===== src/hw/rtl/sample_decimal_ascii_formatter_unit_defines.svh =====
// Assertion macros for the decimal ASCII formatter.
`ifndef SAMPLE_DECIMAL_ASCII_FORMATTER_UNIT_DEFINES_SVH
`define SAMPLE_DECIMAL_ASCII_FORMATTER_UNIT_DEFINES_SVH

`ifndef SYNTHESIS
// same-cycle implication
`define SDAF_ASSERT_IMP(label, clk, rst_n, ante, cons) \
  label: assert property (@(posedge clk) disable iff (!rst_n) (ante) |-> (cons)) \
    else $error("sdaf assertion failed");
// next-cycle implication
`define SDAF_ASSERT_NXT(label, clk, rst_n, ante, cons) \
  label: assert property (@(posedge clk) disable iff (!rst_n) (ante) |=> (cons)) \
    else $error("sdaf assertion failed");
`else
`define SDAF_ASSERT_IMP(label, clk, rst_n, ante, cons)
`define SDAF_ASSERT_NXT(label, clk, rst_n, ante, cons)
`endif

`endif


===== src/hw/rtl/sdaf_pkg.sv =====
// Shared types and constants for the decimal ASCII formatter.
package sdaf_pkg;

  localparam int SAMPLE_W = 10;
  localparam int CHAR_W   = 8;

  // floor(v / 10) == (v * 205) >> 11 for every v below 1024
  localparam int DIV10_MUL   = 205;
  localparam int DIV10_SHIFT = 11;
  localparam int DIV10_MUL_W = 8;

  localparam logic [CHAR_W-1:0] ASCII_ZERO  = 8'h30;
  localparam logic [CHAR_W-1:0] ASCII_NINE  = 8'h39;
  localparam logic [CHAR_W-1:0] ASCII_COMMA = 8'h2C;
  localparam logic [CHAR_W-1:0] ASCII_SPACE = 8'h20;
  localparam logic [CHAR_W-1:0] ASCII_LF    = 8'h0A;
  localparam logic [CHAR_W-1:0] ASCII_CR    = 8'h0D;

  typedef enum logic [2:0] {
    ST_IDLE,
    ST_CONV,
    ST_DIGIT,
    ST_SEP1,
    ST_SEP2
  } state_t;

  typedef enum logic [1:0] {
    OSEL_DIGIT,
    OSEL_SEP1,
    OSEL_SEP2
  } osel_t;

  typedef struct packed {
    logic  load_val;
    logic  conv_step;
    logic  pop_digit;
    logic  out_load;
    osel_t out_sel;
  } cmd_t;

  typedef struct packed {
    logic quot_zero;
    logic cnt_one;
  } status_t;

endpackage


===== src/hw/rtl/sdaf_if.sv =====
// Request channel interfaces: sample input and ASCII byte output.
interface sdaf_in_if;
  import sdaf_pkg::*;
  logic                valid;
  logic                ready;
  logic [SAMPLE_W-1:0] sample;
  logic                row_end;
  modport source (output valid, output sample, output row_end, input ready);
  modport sink   (input valid, input sample, input row_end, output ready);
endinterface

interface sdaf_out_if;
  import sdaf_pkg::*;
  logic              valid;
  logic              ready;
  logic [CHAR_W-1:0] char_out;
  logic              last;
  modport source (output valid, output char_out, output last, input ready);
  modport sink   (input valid, input char_out, input last, output ready);
endinterface


===== src/hw/rtl/sdaf_ctrl.sv =====
// Controller: sequences conversion and byte emission for one request.
module sdaf_ctrl
  import sdaf_pkg::*;
(
  input  logic    clk,
  input  logic    rst_n,
  input  logic    in_valid,
  output logic    in_ready,
  input  logic    out_ready,
  output logic    out_valid,
  input  status_t status,
  output cmd_t    cmd
);

  state_t state_r, state_nxt;
  logic   out_valid_r, out_valid_nxt;
  logic   slot_free;

  assign slot_free = !out_valid_r || out_ready;
  assign out_valid = out_valid_r;

  always_ff @(posedge clk) begin
    if (!rst_n) begin
      state_r     <= ST_IDLE;
      out_valid_r <= 1'b0;
    end else begin
      state_r     <= state_nxt;
      out_valid_r <= out_valid_nxt;
    end
  end

  always_comb begin
    state_nxt     = state_r;
    in_ready      = 1'b0;
    cmd           = '0;
    cmd.out_sel   = OSEL_DIGIT;
    case (state_r)
      ST_IDLE: begin
        in_ready = 1'b1;
        if (in_valid) begin
          cmd.load_val = 1'b1;
          state_nxt    = ST_CONV;
        end
      end
      ST_CONV: begin
        cmd.conv_step = 1'b1;
        if (status.quot_zero) state_nxt = ST_DIGIT;
      end
      ST_DIGIT: begin
        if (slot_free) begin
          cmd.out_load  = 1'b1;
          cmd.pop_digit = 1'b1;
          if (status.cnt_one) state_nxt = ST_SEP1;
        end
      end
      ST_SEP1: begin
        cmd.out_sel = OSEL_SEP1;
        if (slot_free) begin
          cmd.out_load = 1'b1;
          state_nxt    = ST_SEP2;
        end
      end
      ST_SEP2: begin
        cmd.out_sel = OSEL_SEP2;
        if (slot_free) begin
          cmd.out_load = 1'b1;
          state_nxt    = ST_IDLE;
        end
      end
      default: state_nxt = ST_IDLE;
    endcase
    out_valid_nxt = cmd.out_load ? 1'b1 : (out_ready ? 1'b0 : out_valid_r);
  end

endmodule


===== src/hw/rtl/sdaf_dpath.sv =====
// Datapath: divide-by-ten digit extraction, digit stack and output byte register.
module sdaf_dpath
  import sdaf_pkg::*;
#(
  parameter int VAL_W = 10,
  parameter int NDIG  = 4
) (
  input  logic                clk,
  input  logic                rst_n,
  input  logic [SAMPLE_W-1:0] sample,
  input  logic                row_end,
  input  cmd_t                cmd,
  output status_t             status,
  output logic [CHAR_W-1:0]   char_out,
  output logic                last
);

  localparam int CNT_W  = $clog2(NDIG + 1);
  localparam int PROD_W = VAL_W + DIV10_MUL_W;

  logic [VAL_W-1:0]  val_r;
  logic              row_end_r;
  logic [3:0]        stack_r [NDIG];
  logic [CNT_W-1:0]  cnt_r;
  logic [CHAR_W-1:0] char_r;
  logic              last_r;

  logic [PROD_W-1:0] prod;
  logic [VAL_W-1:0]  quot;
  logic [VAL_W-1:0]  quot_x10;
  logic [3:0]        rem;
  logic [CHAR_W-1:0] char_nxt;
  logic              last_nxt;

  assign prod     = PROD_W'(val_r) * PROD_W'(DIV10_MUL);
  assign quot     = VAL_W'(prod[PROD_W-1:DIV10_SHIFT]);
  // only the low bits of quot*10 matter, the remainder is below ten
  assign quot_x10 = {quot[VAL_W-4:0], 3'b000} + {quot[VAL_W-2:0], 1'b0};
  assign rem      = 4'(val_r - quot_x10);

  assign status.quot_zero = (quot == '0);
  assign status.cnt_one   = (cnt_r == CNT_W'(1));

  always_comb begin
    char_nxt = ASCII_ZERO + CHAR_W'(stack_r[0]);
    last_nxt = 1'b0;
    case (cmd.out_sel)
      OSEL_DIGIT: char_nxt = ASCII_ZERO + CHAR_W'(stack_r[0]);
      OSEL_SEP1:  char_nxt = row_end_r ? ASCII_LF : ASCII_COMMA;
      OSEL_SEP2: begin
        char_nxt = row_end_r ? ASCII_CR : ASCII_SPACE;
        last_nxt = 1'b1;
      end
      default: char_nxt = ASCII_ZERO;
    endcase
  end

  always_ff @(posedge clk) begin
    if (!rst_n) begin
      cnt_r <= '0;
    end else if (cmd.load_val) begin
      cnt_r <= '0;
    end else if (cmd.conv_step) begin
      cnt_r <= cnt_r + CNT_W'(1);
    end else if (cmd.pop_digit) begin
      cnt_r <= cnt_r - CNT_W'(1);
    end
  end

  // LIFO: conversion pushes least significant digit first, emission pops from the top
  always_ff @(posedge clk) begin
    if (cmd.load_val) begin
      val_r     <= sample[VAL_W-1:0];
      row_end_r <= row_end;
    end
    if (cmd.conv_step) begin
      val_r      <= quot;
      stack_r[0] <= rem;
      for (int i = 1; i < NDIG; i++) stack_r[i] <= stack_r[i-1];
    end else if (cmd.pop_digit) begin
      for (int i = 0; i < NDIG - 1; i++) stack_r[i] <= stack_r[i+1];
    end
    if (cmd.out_load) begin
      char_r <= char_nxt;
      last_r <= last_nxt;
    end
  end

  assign char_out = char_r;
  assign last     = last_r;

endmodule


===== src/hw/rtl/sample_decimal_ascii_formatter_unit.sv =====
// Top level of the sample decimal ASCII formatter.
// Each accepted request (a sample and a row_end flag) is printed as its decimal
// digits in ASCII, most significant first without leading zeros ('0' for zero),
// followed by ", " or LF CR; last marks the final separator byte. Only the low
// SAMPLE_BITS bits (at most SAMPLE_W) of the sample are used. One request is handled
// at a time: it is taken in ST_IDLE, converted one digit per cycle through the
// divide-by-ten unit, then emitted one output byte per cycle while the output side
// does not stall. The next request is taken while the final byte still waits in
// the output register.
`include "sample_decimal_ascii_formatter_unit_defines.svh"

module sample_decimal_ascii_formatter_unit
  import sdaf_pkg::*;
#(
  parameter int SAMPLE_BITS = 10
) (
  input  logic       clk,
  input  logic       rst_n,
  sdaf_in_if.sink    in_ch,
  sdaf_out_if.source out_ch
);

  localparam int VAL_W = (SAMPLE_BITS < SAMPLE_W) ? SAMPLE_BITS : SAMPLE_W;
  localparam int NDIG  = (VAL_W >= 10) ? 4 : ((VAL_W >= 7) ? 3 : 2);

  cmd_t    cmd;
  status_t status;

  sdaf_ctrl u_ctrl (
    .clk       (clk),
    .rst_n     (rst_n),
    .in_valid  (in_ch.valid),
    .in_ready  (in_ch.ready),
    .out_ready (out_ch.ready),
    .out_valid (out_ch.valid),
    .status    (status),
    .cmd       (cmd)
  );

  sdaf_dpath #(
    .VAL_W (VAL_W),
    .NDIG  (NDIG)
  ) u_dpath (
    .clk      (clk),
    .rst_n    (rst_n),
    .sample   (in_ch.sample),
    .row_end  (in_ch.row_end),
    .cmd      (cmd),
    .status   (status),
    .char_out (out_ch.char_out),
    .last     (out_ch.last)
  );

  // a new request is never taken straight after one
  `SDAF_ASSERT_NXT(a_one_at_a_time, clk, rst_n, in_ch.valid && in_ch.ready, !in_ch.ready)
  // final byte is always the second separator
  `SDAF_ASSERT_IMP(a_last_is_sep2, clk, rst_n, out_ch.valid && out_ch.last, (out_ch.char_out == ASCII_SPACE) || (out_ch.char_out == ASCII_CR))
  // other bytes are digits or the first separator
  `SDAF_ASSERT_IMP(a_body_bytes, clk, rst_n, out_ch.valid && !out_ch.last, ((out_ch.char_out >= ASCII_ZERO) && (out_ch.char_out <= ASCII_NINE)) || (out_ch.char_out == ASCII_COMMA) || (out_ch.char_out == ASCII_LF))

endmodule

===== src/flat_wrapper.sv =====
// flat-port wrapper written by rule: the top's interface ports become plain ports
module sample_decimal_ascii_formatter_unit_flat import sdaf_pkg::*;
#(
  parameter int SAMPLE_BITS = 10
)
  (clk, rst_n, in_ch_valid, in_ch_sample, in_ch_row_end, in_ch_ready, out_ch_valid, out_ch_char_out, out_ch_last, out_ch_ready);
  sdaf_in_if in_ch_i ();
  sdaf_out_if out_ch_i ();
  input  logic clk;
  input  logic rst_n;
  input wire logic [$bits(in_ch_i.valid)-1:0] in_ch_valid;
  input wire logic [$bits(in_ch_i.sample)-1:0] in_ch_sample;
  input wire logic [$bits(in_ch_i.row_end)-1:0] in_ch_row_end;
  output wire logic [$bits(in_ch_i.ready)-1:0] in_ch_ready;
  output wire logic [$bits(out_ch_i.valid)-1:0] out_ch_valid;
  output wire logic [$bits(out_ch_i.char_out)-1:0] out_ch_char_out;
  output wire logic [$bits(out_ch_i.last)-1:0] out_ch_last;
  input wire logic [$bits(out_ch_i.ready)-1:0] out_ch_ready;
  assign in_ch_i.valid = in_ch_valid;
  assign in_ch_i.sample = in_ch_sample;
  assign in_ch_i.row_end = in_ch_row_end;
  assign in_ch_ready = in_ch_i.ready;
  assign out_ch_valid = out_ch_i.valid;
  assign out_ch_char_out = out_ch_i.char_out;
  assign out_ch_last = out_ch_i.last;
  assign out_ch_i.ready = out_ch_ready;
  sample_decimal_ascii_formatter_unit #(.SAMPLE_BITS(SAMPLE_BITS)) u_core (.clk(clk), .rst_n(rst_n), .in_ch(in_ch_i), .out_ch(out_ch_i));
endmodule

===== config.mk =====
export PLATFORM = sky130hd
export DESIGN_NAME = sample_decimal_ascii_formatter_unit_flat
export DESIGN_NICKNAME = d
export VERILOG_FILES = /design/src/hw/rtl/sdaf_pkg.sv /design/src/hw/rtl/sdaf_if.sv /design/src/hw/rtl/sdaf_ctrl.sv /design/src/hw/rtl/sdaf_dpath.sv /design/src/hw/rtl/sample_decimal_ascii_formatter_unit.sv /design/src/flat_wrapper.sv
export VERILOG_INCLUDE_DIRS = /design/src /design/src/hw/rtl
export SDC_FILE = /design/constraint.sdc
export NUM_CORES = 1
export LEC_CHECK = 0
export BUFFER_PORTS_ARGS = -buffer_cell sky130_fd_sc_hd__buf_2
export CAP_MARGIN = 10
export CELL_PAD_IN_SITES_DETAIL_PLACEMENT = 0
export CELL_PAD_IN_SITES_GLOBAL_PLACEMENT = 2
export CORE_ASPECT_RATIO = 1.75
export CORE_MARGIN = 10
export CORE_UTILIZATION = 39
export CTS_CLUSTER_DIAMETER = 60
export DETAILED_ROUTE_END_ITERATION = 7
export HOLD_SLACK_MARGIN = 0.12
export PLACE_DENSITY_LB_ADDON = 0.1
export SETUP_SLACK_MARGIN = 0.15
export SLEW_MARGIN = 40
export SYNTH_ARGS = -nofsm -noshare
export SYNTH_HDL_FRONTEND = slang
export SYNTH_SLANG_ARGS = --single-unit

===== constraint.sdc =====
create_clock -name clk -period 6.1 [get_ports clk]
set_clock_uncertainty 0.2 [all_clocks]
set_input_delay 0.305 -clock clk [delete_from_list [all_inputs] [get_ports clk]]
set_output_delay 0.305 -clock clk [all_outputs]
set_load 0.02 [all_outputs]

==> metrics, run 1 <==
DIE WIDTH=approximately 90 um; Clock transition at path regs=0.06 ns; crit start category=register; Ys Warns=0; synthesized area per cell=9.595 um2; gr usage total=between 10% and 20%; Final Wtd Congestion=between 0.8 and 0.9; multiplexer share of the synthesized area=0%; count of final setup violators=0; fmax=a little under 0.2 GHz; CTS tree=yes; final hold violation count=0; min-delay worst type=primary input to register; core area=8671 um2; critical path class=register to register; largest stage delay on the critical path=around 0.53 ns; Main synth FF type=edfxtp_1; global-route wire length before repair=14.17 mm; Seq/Total Area, Yosys=roughly a third; worst slew pin tran=~0.64 ns; DP HPWL=around 7.1 mm; placed cells=494; initial core utilization=around two fifths; Cell Area, Synth=between 3000 and 4000 um2; Worst Path Required=around 6 ns; grt total ovfl=0; max-cap check violation count=0; status=completed; Synth Area in Adders=29.76%; wire length per cell=16.63 um; XOR/XNOR Fraction of Synth Area=between 4 and 5%; vias=2,504; most numerous cell on the critical path=inv_1; Slew HR=between 50% and 60%; fin crit share=83.45%; initial drt markers=81; Hold Buf Count CTS=10; fin area=about 3900 um2; # DRC=0; Yosys top cell area share=a little over a quarter; vias in the first global route=about 2,700; Initial DRT Pass Iterations=4; post-synthesis register bit count=41; setup total negative slack=0 ns; PortBufs=23; CP Cell Sequence=ha_1 -> inv_1 -> fa_1 -> inv_1 -> fa_1 -> inv_1 -> fa_1 -> inv_1 -> ha_1 -> a21oi_4 -> a31oi_1 -> a311o_1 -> xor2_1 -> ha_1 -> nand2_1 -> nand2_1 -> xnor3_1 -> a21oi_1; largest family of logic cells by synthesized area=adder cells; worst-case clock buffer depth=2; worst hold slack=approximately 0.12 ns; Clock Tree Root=clkbuf_16; Crit-path slowest cell=fa_1; post-synthesis simple-gate area fraction=roughly an eighth; Die Y=between 100 and 150 um; Layout area overhead=13.65%; fin crit period=between 5 and 6 ns; largest net degree at the start of global routing=21; H-tree lvl count=2; share of layout cells above drive strength 1=about a tenth; Clock Latency Late Sink=slightly below 0.3 ns; row cnt=45; Arrival @ worst endpoint=roughly 5.0 ns; DP Area=between 3000 and 4000 um2; RSZ-0062 raised after global routing=false; Synth Area in Compound Gates=between 10% and 20%; synth cell count leaders=inv_1, nand2_1, ha_1; Critical Path Sink Type=register; ranking of synthesized cells by area=edfxtp_1, ha_1, fa_1; final net count=between 400 and 500; Top-Level Pins=26; n_diodes=0; initial antenna violation count=0; Post-Synthesis Cells=362; CP Max Fanout=5; non-filler cells, final=between 500 and 600; share of flip-flops with an asynchronous set or reset=0%; final wirelength=approximately 8.5 mm; leading area contributor after synthesis=edfxtp_1; Die Footprint=13,230 um2; most frequent cell after synthesis=inv_1; Sink Count=about 40; vias per cell=4.891; TritonCTS Buffers=5; Synth cell types=55; number of synthesized flops with an enable pin=31; Pins Over Slew Limit=0; post-CTS setup repair buffer count=0; CTS resizes=0; post-route ant nets=0
-- cell families (layout without fill, tap and decap cells) --
kind of cell | Yosys count | in the layout
DFF | 41 | 41
xor gates and xnor gates | 16 | 16
AOI/OAI and AO/OA | 57 | 57
buffers and inverters | 72 | 104
and+or+nand+nor | 102 | 102
adders and majority gates | 73 | 73
other | 1 | 2
-- sequential cells by signal, indices dropped and copies added (netlist names) --
signal                    flops
u_core.u_ctrl.state_r         3
u_core.u_dpath.last           1
u_core.u_dpath.char_out       6
u_core.u_dpath.row_end_r      1
u_core.u_dpath.cnt_r          3
u_core.u_dpath.stack_r       16
u_core.u_dpath.val_r         10
u_core.u_ctrl.out_valid       1
-- metrics by stage --
stage	utilization, %	setup slack [ns]
2_1_floorplan	-	1.290
3_3_place_gp	42.42	1.029
3_5_place_dp	42.42	0.9840
4_1_cts	45.53	0.9629
5_1_grt	45.53	0.7330
6_report	45.53	1.010
-- final timing paths --
kind,startpoint,to,slack (ns),cells past startpoint
setup / recovery,u_core.u_dpath.val_r[3],u_core.u_dpath.stack_r[0][3],1.01,18
hold / removal,in_ch_sample[3],u_core.u_dpath.val_r[3],0.12,3
setup reg to reg,u_core.u_dpath.val_r[3],u_core.u_dpath.stack_r[0][3],1.01,18
hold reg to reg,u_core.u_dpath.stack_r[2][2],u_core.u_dpath.stack_r[3][2],0.25,0
-- cell usage in the layout, fill, tap and decap left out, types with 2 or more instances in the layout --
cell,count
dlygate4sd3_1,10
and2_1,2
xor2_1,10
nand2_1,59
o21ai_1,2
clkinv_1,2
a31oi_1,2
nor2_1,20
a21oi_1,19
buf_2,23
nand2b_1,6
o221ai_1,3
edfxtp_1,31
nand3_1,3
a22oi_1,2
o21ai_0,8
ha_1,57
inv_1,61
nand4_1,3
dfxtp_1,10
clkbuf_16,5
or3_1,2
conb_1,2
o32ai_1,2
fa_1,16
xnor2_1,5
and2_2,2
-- worst max-delay path, delay by kind of cell (launching register included) --
family          cells  cell delay, ns
simple gates        2            0.13
flops               1            0.46
compound gates      4            0.82
buf+inv             4            0.21
xor+xnor            2            0.58
fa+ha+maj           6            2.53
-- routing by layer --
layer,vias up,wire [um],track usage (%)
met5,-,0,0
met2,21,5224,28.84
li1,1278,-,-
met3,8,144,2.218
met4,0,144,4.391
met1,1197,3000,13.50
-- layout make-up --
type | count | area, um2
clock buffers | 5 | 125.1
clock inverters | 3 | 43.79
fillers | 915 | 4723
inverters | 63 | 236.5
multi-input cells | 250 | 2049
flip-flops and latches | 41 | 1131
well taps | 117 | 146.4
repair buffers | 33 | 215.2
Power of run 1 is not shown: default switching activity piles up to over one toggle a cycle in this logic, so the estimate is an artifact.
==> run 2: changes to the inputs <==
==> constraint.sdc (replaced) <==
create_clock -name clk -period 4.9 [get_ports clk]
set_clock_uncertainty 0.2 [all_clocks]
set_input_delay 0.245 -clock clk [delete_from_list [all_inputs] [get_ports clk]]
set_output_delay 0.245 -clock clk [all_outputs]
set_load 0.02 [all_outputs]
==> run 2 against run 1 <==
Worst setup slack got worse by 0.91 ns. Die area unchanged. Core utilization rose by 6.1 points. Routed wire length up 5.8%. Critical path depth unchanged. Non-clock buffer count up 37. Critical endpoint is now u_core.u_ctrl.state_r[0]. Via count up 8.0%. Register-to-register slack got worse by 0.91 ns.
==> metrics, run 2 (synthesis gave the netlist of run 1 again) <==
status=completed; DIE WIDTH=91.34 um (unchanged); Hold EP=u_core.u_dpath.val_r[7]; Hold Path Stages=4 (+1); wire length per cell=16.41 um (-1.3%); fin area=4478 um2 (+13%); TritonCTS Buffers=5 (unchanged); Worst Path Required=4.88 ns (-1.16 ns); initial core utilization=40.06% (unchanged); R2R Path Start=u_core.u_dpath.val_r[3]; DP HPWL=7.299 mm (+2.4%); # DRC=0 (unchanged); top register by number of flip-flops=u_core.u_dpath.stack_r; count of final setup violators=0 (unchanged); vias=2,705 (+8.0%); final wirelength=9.009 mm (+5.8%); fin crit period=4.805 ns (-0.2858 ns); gr usage total=14.25% (+0.27 points); Final Wtd Congestion=0.9059 (+5.4%); Largest regs=u_core.u_dpath.stack_r x16, u_core.u_dpath.val_r x10, u_core.u_dpath.char_out x6; Initial DRT Pass Iterations=4 (unchanged); initial drt markers=107 (+32%); RSZ-0062 raised after global routing=true; Hold Startpoint=in_ch_valid; Arrival @ worst endpoint=4.78 ns (-0.25 ns); H-tree lvl count=2 (unchanged); post-route ant nets=0 (unchanged); worst-case clock buffer depth=2 (unchanged); Reg2Reg Depth=18 (unchanged); most common cell after layout, fill and taps aside=nand2_1; vias per cell=4.927 (+0.75%); Clock Tree Root=clkbuf_16; n_diodes=0 (unchanged); largest net degree at the start of global routing=21 (unchanged); Pins Over Slew Limit=0 (unchanged); non-filler cells, final=549 (+7.2%); share of layout cells above drive strength 1=23.38% (+14 points); global-route wire length before repair=14.61 mm (+3.2%); CP Max Fanout=5 (unchanged); min-delay worst type=primary input to register; initial antenna violation count=0 (unchanged); row cnt=45 (unchanged); worst slew pin tran=0.6728 ns (+0.03503 ns); core area=8671 um2 (unchanged); final net count=519 (+7.7%); R2R Setup Slk=0.1 ns (-0.91 ns); final hold violation count=0 (unchanged); DP Area=3886 um2 (+5.6%); crit start category=register; CTS tree=yes; PortBufs=23 (unchanged); Layout area overhead=28.93%; grt total ovfl=0 (unchanged); vias in the first global route=2,902 (+5.6%); Critical Path Sink Type=register; max reg flops=16 (unchanged); Slew HR=55.15% (-2.3 points); fmax=0.2081 GHz (+5.9%); end of the worst register-to-register path=u_core.u_ctrl.state_r[0]; Die Y=144.8 um (unchanged); commonest cells after routing, fill and taps aside=nand2_1, inv_1, ha_1; Top-Level Pins=26 (unchanged); max-cap check violation count=0 (unchanged); # fillers=886 (-3.2%); critical path class=register to register; Clock Latency Late Sink=0.29 ns (about the same); fin crit share=98.05% (+15 points); Die Footprint=13,230 um2 (unchanged); Sink Count=41 (unchanged); placed cells=520 (+5.3%); Clock transition at path regs=0.07 ns (about the same)
-- run 2: through the flow --
step / hold WS, ns / TNS (ns) / setup slack (ns) / util [%]
CTS: 0.1812 / 0 / 0.06757 / 49.65
global placement: 0.2216 / 0 / 0.03655 / 44.82
global route: 0.2301 / -0.2913 / -0.1126 / 51.64
floorplan: 0.1439 / 0 / 0.1510 / -
detailed placement: 0.2231 / -0.04576 / -0.04334 / 44.82
finish: 0.1728 / 0 / 0.09536 / 51.64
-- run 2: worst max-delay path by stage --
stage               depth (start not counted)                            to               startpoint  slack, ns
finish                                     18      u_core.u_ctrl.state_r[0]  u_core.u_dpath.val_r[3]        0.1
global route                               19      u_core.u_ctrl.state_r[0]  u_core.u_dpath.val_r[3]      -0.11
CTS                                        19      u_core.u_ctrl.state_r[0]  u_core.u_dpath.val_r[3]       0.07
detailed placement                         17  u_core.u_dpath.stack_r[0][3]  u_core.u_dpath.val_r[3]      -0.04
global placement                           16      u_core.u_ctrl.state_r[1]  u_core.u_dpath.val_r[2]       0.04
floorplan                                  17  u_core.u_dpath.stack_r[0][3]  u_core.u_dpath.val_r[3]       0.15
-- run 2: timing repair --
item	4_1_cts	5_1_grt
endpoints found under the setup margin	4	6
buffers inserted	4	5
gates resized for setup	15	21
pin swaps	14	14
hold buffers	12	0
endpoints found under the hold margin	16	0
-- run 2: per-layer routing --
layer	vias up	track usage [%]	share of wire (%)
li1	1345	-	-
met1	1308	13.25	34
met2	36	28.99	60
met3	16	2.218	2.5
met4	0	6.794	3.7
met5	-	0	0
-- run 2: final cells by class --
| class | instances | area [um2] | share of cell area (%) |
|---|---|---|---|
| clock buffer | 5 | 125.1 | 2.794 |
| multi-input combinational | 250 | 2283 | 50.99 |
| sequential | 41 | 1131 | 25.26 |
| clock inverter | 3 | 43.79 | 0.9779 |
| tap | 117 | 146.4 | 3.269 |
| timing repair buffer | 70 | 509.2 | 11.37 |
| inverter | 63 | 239.0 | 5.337 |
-- run 2: worst max-delay path, stage by stage (launching register included) --
cell and delay (ns):
edfxtp_1 0.51, ha_4 0.34, inv_4 0.04, fa_1 0.49, inv_1 0.05, fa_1 0.48
inv_1 0.05, fa_1 0.49, inv_2 0.04, ha_4 0.23, a21oi_4 0.14, a31oi_1 0.10
a311o_1 0.36, buf_6 0.14, a211oi_4 0.17, o221ai_2 0.13, buf_4 0.15, o41a_4 0.34
a221o_1 0.25
Power of run 2 is left out for the same reason.
==> run 3: changes to the inputs <==
--- a/config.mk
+++ b/config.mk
@@ -12,13 +12,14 @@
 export CELL_PAD_IN_SITES_GLOBAL_PLACEMENT = 2
 export CORE_ASPECT_RATIO = 1.75
 export CORE_MARGIN = 10
-export CORE_UTILIZATION = 39
+export CORE_UTILIZATION = 40
 export CTS_CLUSTER_DIAMETER = 60
 export DETAILED_ROUTE_END_ITERATION = 7
 export HOLD_SLACK_MARGIN = 0.12
 export PLACE_DENSITY_LB_ADDON = 0.1
-export SETUP_SLACK_MARGIN = 0.15
+export SETUP_SLACK_MARGIN = 0.5
 export SLEW_MARGIN = 40
 export SYNTH_ARGS = -nofsm -noshare
 export SYNTH_HDL_FRONTEND = slang
+export SYNTH_HIERARCHICAL = 1
 export SYNTH_SLANG_ARGS = --single-unit
==> run 3 against run 2 <==
Register-to-register slack worse by 0.33 ns. Highest routed layer unchanged. Via count up 3.4%. The flow now finishes with violations (negative setup slack). First-iteration DRC count down 33%.
==> metrics, run 3 <==
status=complete, but fails checks; failing checks=negative setup slack; setup total negative slack=-0.3867 ns (-0.3867 ns); post-route ant nets=0 (unchanged); Worst Path Required=4.73 ns (-0.15 ns); CP Max Fanout=3 (-2); fin crit share=104.7% (+6.6 points); worst hold slack=0.1988 ns (+0.02603 ns); number of synthesized flops with an enable pin=31 (unchanged); DIE WIDTH=91.84 um (+0.54%); max-cap check violation count=0 (unchanged); synth cell count leaders=ha_1, inv_1, edfxtp_1; setup ws final=-0.2303 ns (-0.3257 ns); crit start category=register; Cell Area, Synth=3612 um2 (+4.0%); Worst Path Buf+Inv=5 (-1); initial antenna violation count=0 (unchanged); Clock Latency Late Sink=0.28 ns (about the same); final wirelength=9.164 mm (+1.7%); critical path class=register to register; met3 usage=1.392% (-0.83 points); Crit-path slowest cell=edfxtp_1; wire length per cell=16.13 um (-1.7%); n_diodes=0 (unchanged); Seq/Total Area, Yosys=31.31% (-1.3 points); Main synth FF type=edfxtp_1; Hold Path Stages=4 (unchanged); Die Footprint=13,380 um2 (+1.1%); worst-case clock buffer depth=2 (unchanged); vias=2,798 (+3.4%); Ys Warns=6 (+6); most frequent cell after synthesis=ha_1; vias per cell=4.926 (about the same); post-synthesis register bit count=41 (unchanged); gr usage total=14.05% (-0.19 points); Pins Over Slew Limit=0 (unchanged); final core occ=58.67% (+7.0 points); WP depth=19 (+1); final hold violation count=0 (unchanged); Critical Path Sink Type=register; Layout area overhead=41.74%; Yosys top cell area share=25.77% (-1.0 points); H-tree lvl count=2 (unchanged); top register by number of flip-flops=u_core/u_dpath/stack_r; Reg2Reg Depth=19 (+1); CP Cell Sequence=ha_4 -> inv_2 -> fa_1 -> inv_1 -> fa_1 -> inv_1 -> fa_1 -> inv_2 -> ha_4 -> a211oi_4 -> nand2_2 -> o21ai_2 -> xor2_1 -> inv_1 -> ha_2 -> xor2_1 -> or4_4 -> nand4b_1 -> or3b_1; share of layout cells above drive strength 1=41.24% (+18 points); ranking of synthesized cells by area=edfxtp_1, ha_1, fa_1; count of final setup violators=3 (+3); met2 usage=28.66% (-0.33 points); Crit path max-delay family=adder cells; met1 usage=13.08% (-0.17 points); worst slew pin tran=0.5702 ns (-0.1026 ns); global-route wire length before repair=15.12 mm (+3.5%); # DRC=0 (unchanged); Slew HR=61.85% (+6.7 points); Initial DRT Pass Iterations=3 (-1); final net count=541 (+4.2%); commonest cells after routing, fill and taps aside=buf_4, inv_1, ha_1; PortBufs=23 (unchanged); fin crit period=5.130 ns (+0.3257 ns); most common cell after layout, fill and taps aside=buf_4; RSZ-0062 raised after global routing=true; Die Y=145.7 um (+0.60%); Final Wtd Congestion=0.8169 (-9.8%); DP HPWL=7.343 mm (+0.60%); largest net degree at the start of global routing=21 (unchanged); TritonCTS Buffers=5 (unchanged); Sink Count=41 (unchanged); grt total ovfl=0 (unchanged); core area=8727 um2 (+0.65%); largest stage delay on the critical path=0.49 ns (-0.02 ns); CTS tree=yes; synthesized area per cell=10.44 um2 (+8.8%); fmax=0.1949 GHz (-6.3%); min-delay worst type=primary input to register; max reg flops=16 (unchanged); row cnt=45 (unchanged); share of flip-flops with an asynchronous set or reset=0% (unchanged); Arrival @ worst endpoint=4.96 ns (+0.18 ns); initial drt markers=72 (-33%); leading area contributor after synthesis=edfxtp_1; Placement Setup Slack=-0.2968 ns (-0.2535 ns); initial core utilization=41.39% (+1.3 points); Top-Level Pins=26 (unchanged); Synth cell types=62 (+13%); Clock Tree Root=clkbuf_16; Largest regs=u_core/u_dpath/stack_r x16, u_core/u_dpath/val_r x10, u_core/u_dpath/char_out x6; vias in the first global route=3,137 (+8.1%); Top Usage Layer GRT=met2; Clock transition at path regs=0.06 ns (about the same); Post-Synthesis Cells=346 (-4.4%)
run 3: metal layers:
metal	share of wire [%]	wire length (um)
met4	2.9	269
met3	1.9	172
met1	35	3224
met5	0	0
met2	60	5497
run 3: timing repair:
item                       CTS  global route
resized for setup           54            18
pin swaps                   38            17
hold buffers                12             0
cloned                       0             0
hold endpoints to repair    18             0
setup endpoints to repair    9            11
setup buffers               11             5
run 3: final cells by class:
class | instances | area, um2
Tap cell | 117 | 146.4
Fill cell | 774 | 3607
Multi-Input combinational cell | 239 | 2615
Timing Repair Buffer | 105 | 817.0
Clock buffer | 5 | 125.1
Inverter | 58 | 220.2
Sequential cell | 41 | 1131
Clock inverter | 3 | 65.06
run 3: worst paths after layout:
| kind | from | slack, ns | to |
|---|---|---|---|
| hold / removal | out_ch_ready | 0.20 | u_core/u_ctrl/state_r[2] |
| setup reg to reg | u_core/u_dpath/val_r[3] | -0.23 | u_core/u_dpath/stack_r[0][3] |
| hold reg to reg | u_core/u_dpath/stack_r[2][0] | 0.26 | u_core/u_dpath/stack_r[3][0] |
| setup / recovery | u_core/u_dpath/val_r[3] | -0.23 | u_core/u_dpath/stack_r[0][3] |
run 3: logic make-up (layout without fill, tap and decap cells):
kind of cell	after synthesis	after routing	share of synthesized area (%)
flops	41	41	31.31
simple gates	81	81	13.30
mux	15	15	4.572
fa+ha+maj	76	76	29.65
other cells	1	2	0.1038
xor+xnor	11	11	2.667
compound gates	54	54	10.50
buf+inv	67	171	7.897
run 3: tightest hold or removal path, stage by stage:
cell and delay [ns]:
buf_2 0.08, and2b_1 0.20, nand2_1 0.07, a21boi_1 0.05
run 3: through the flow:
step	instances	cell area (um2)
finish	568	5120
global route	568	5120
detailed placement	532	4329
floorplan	347	3725
global placement	532	4329
CTS	563	4986
Power of run 3 is left out for the same reason.
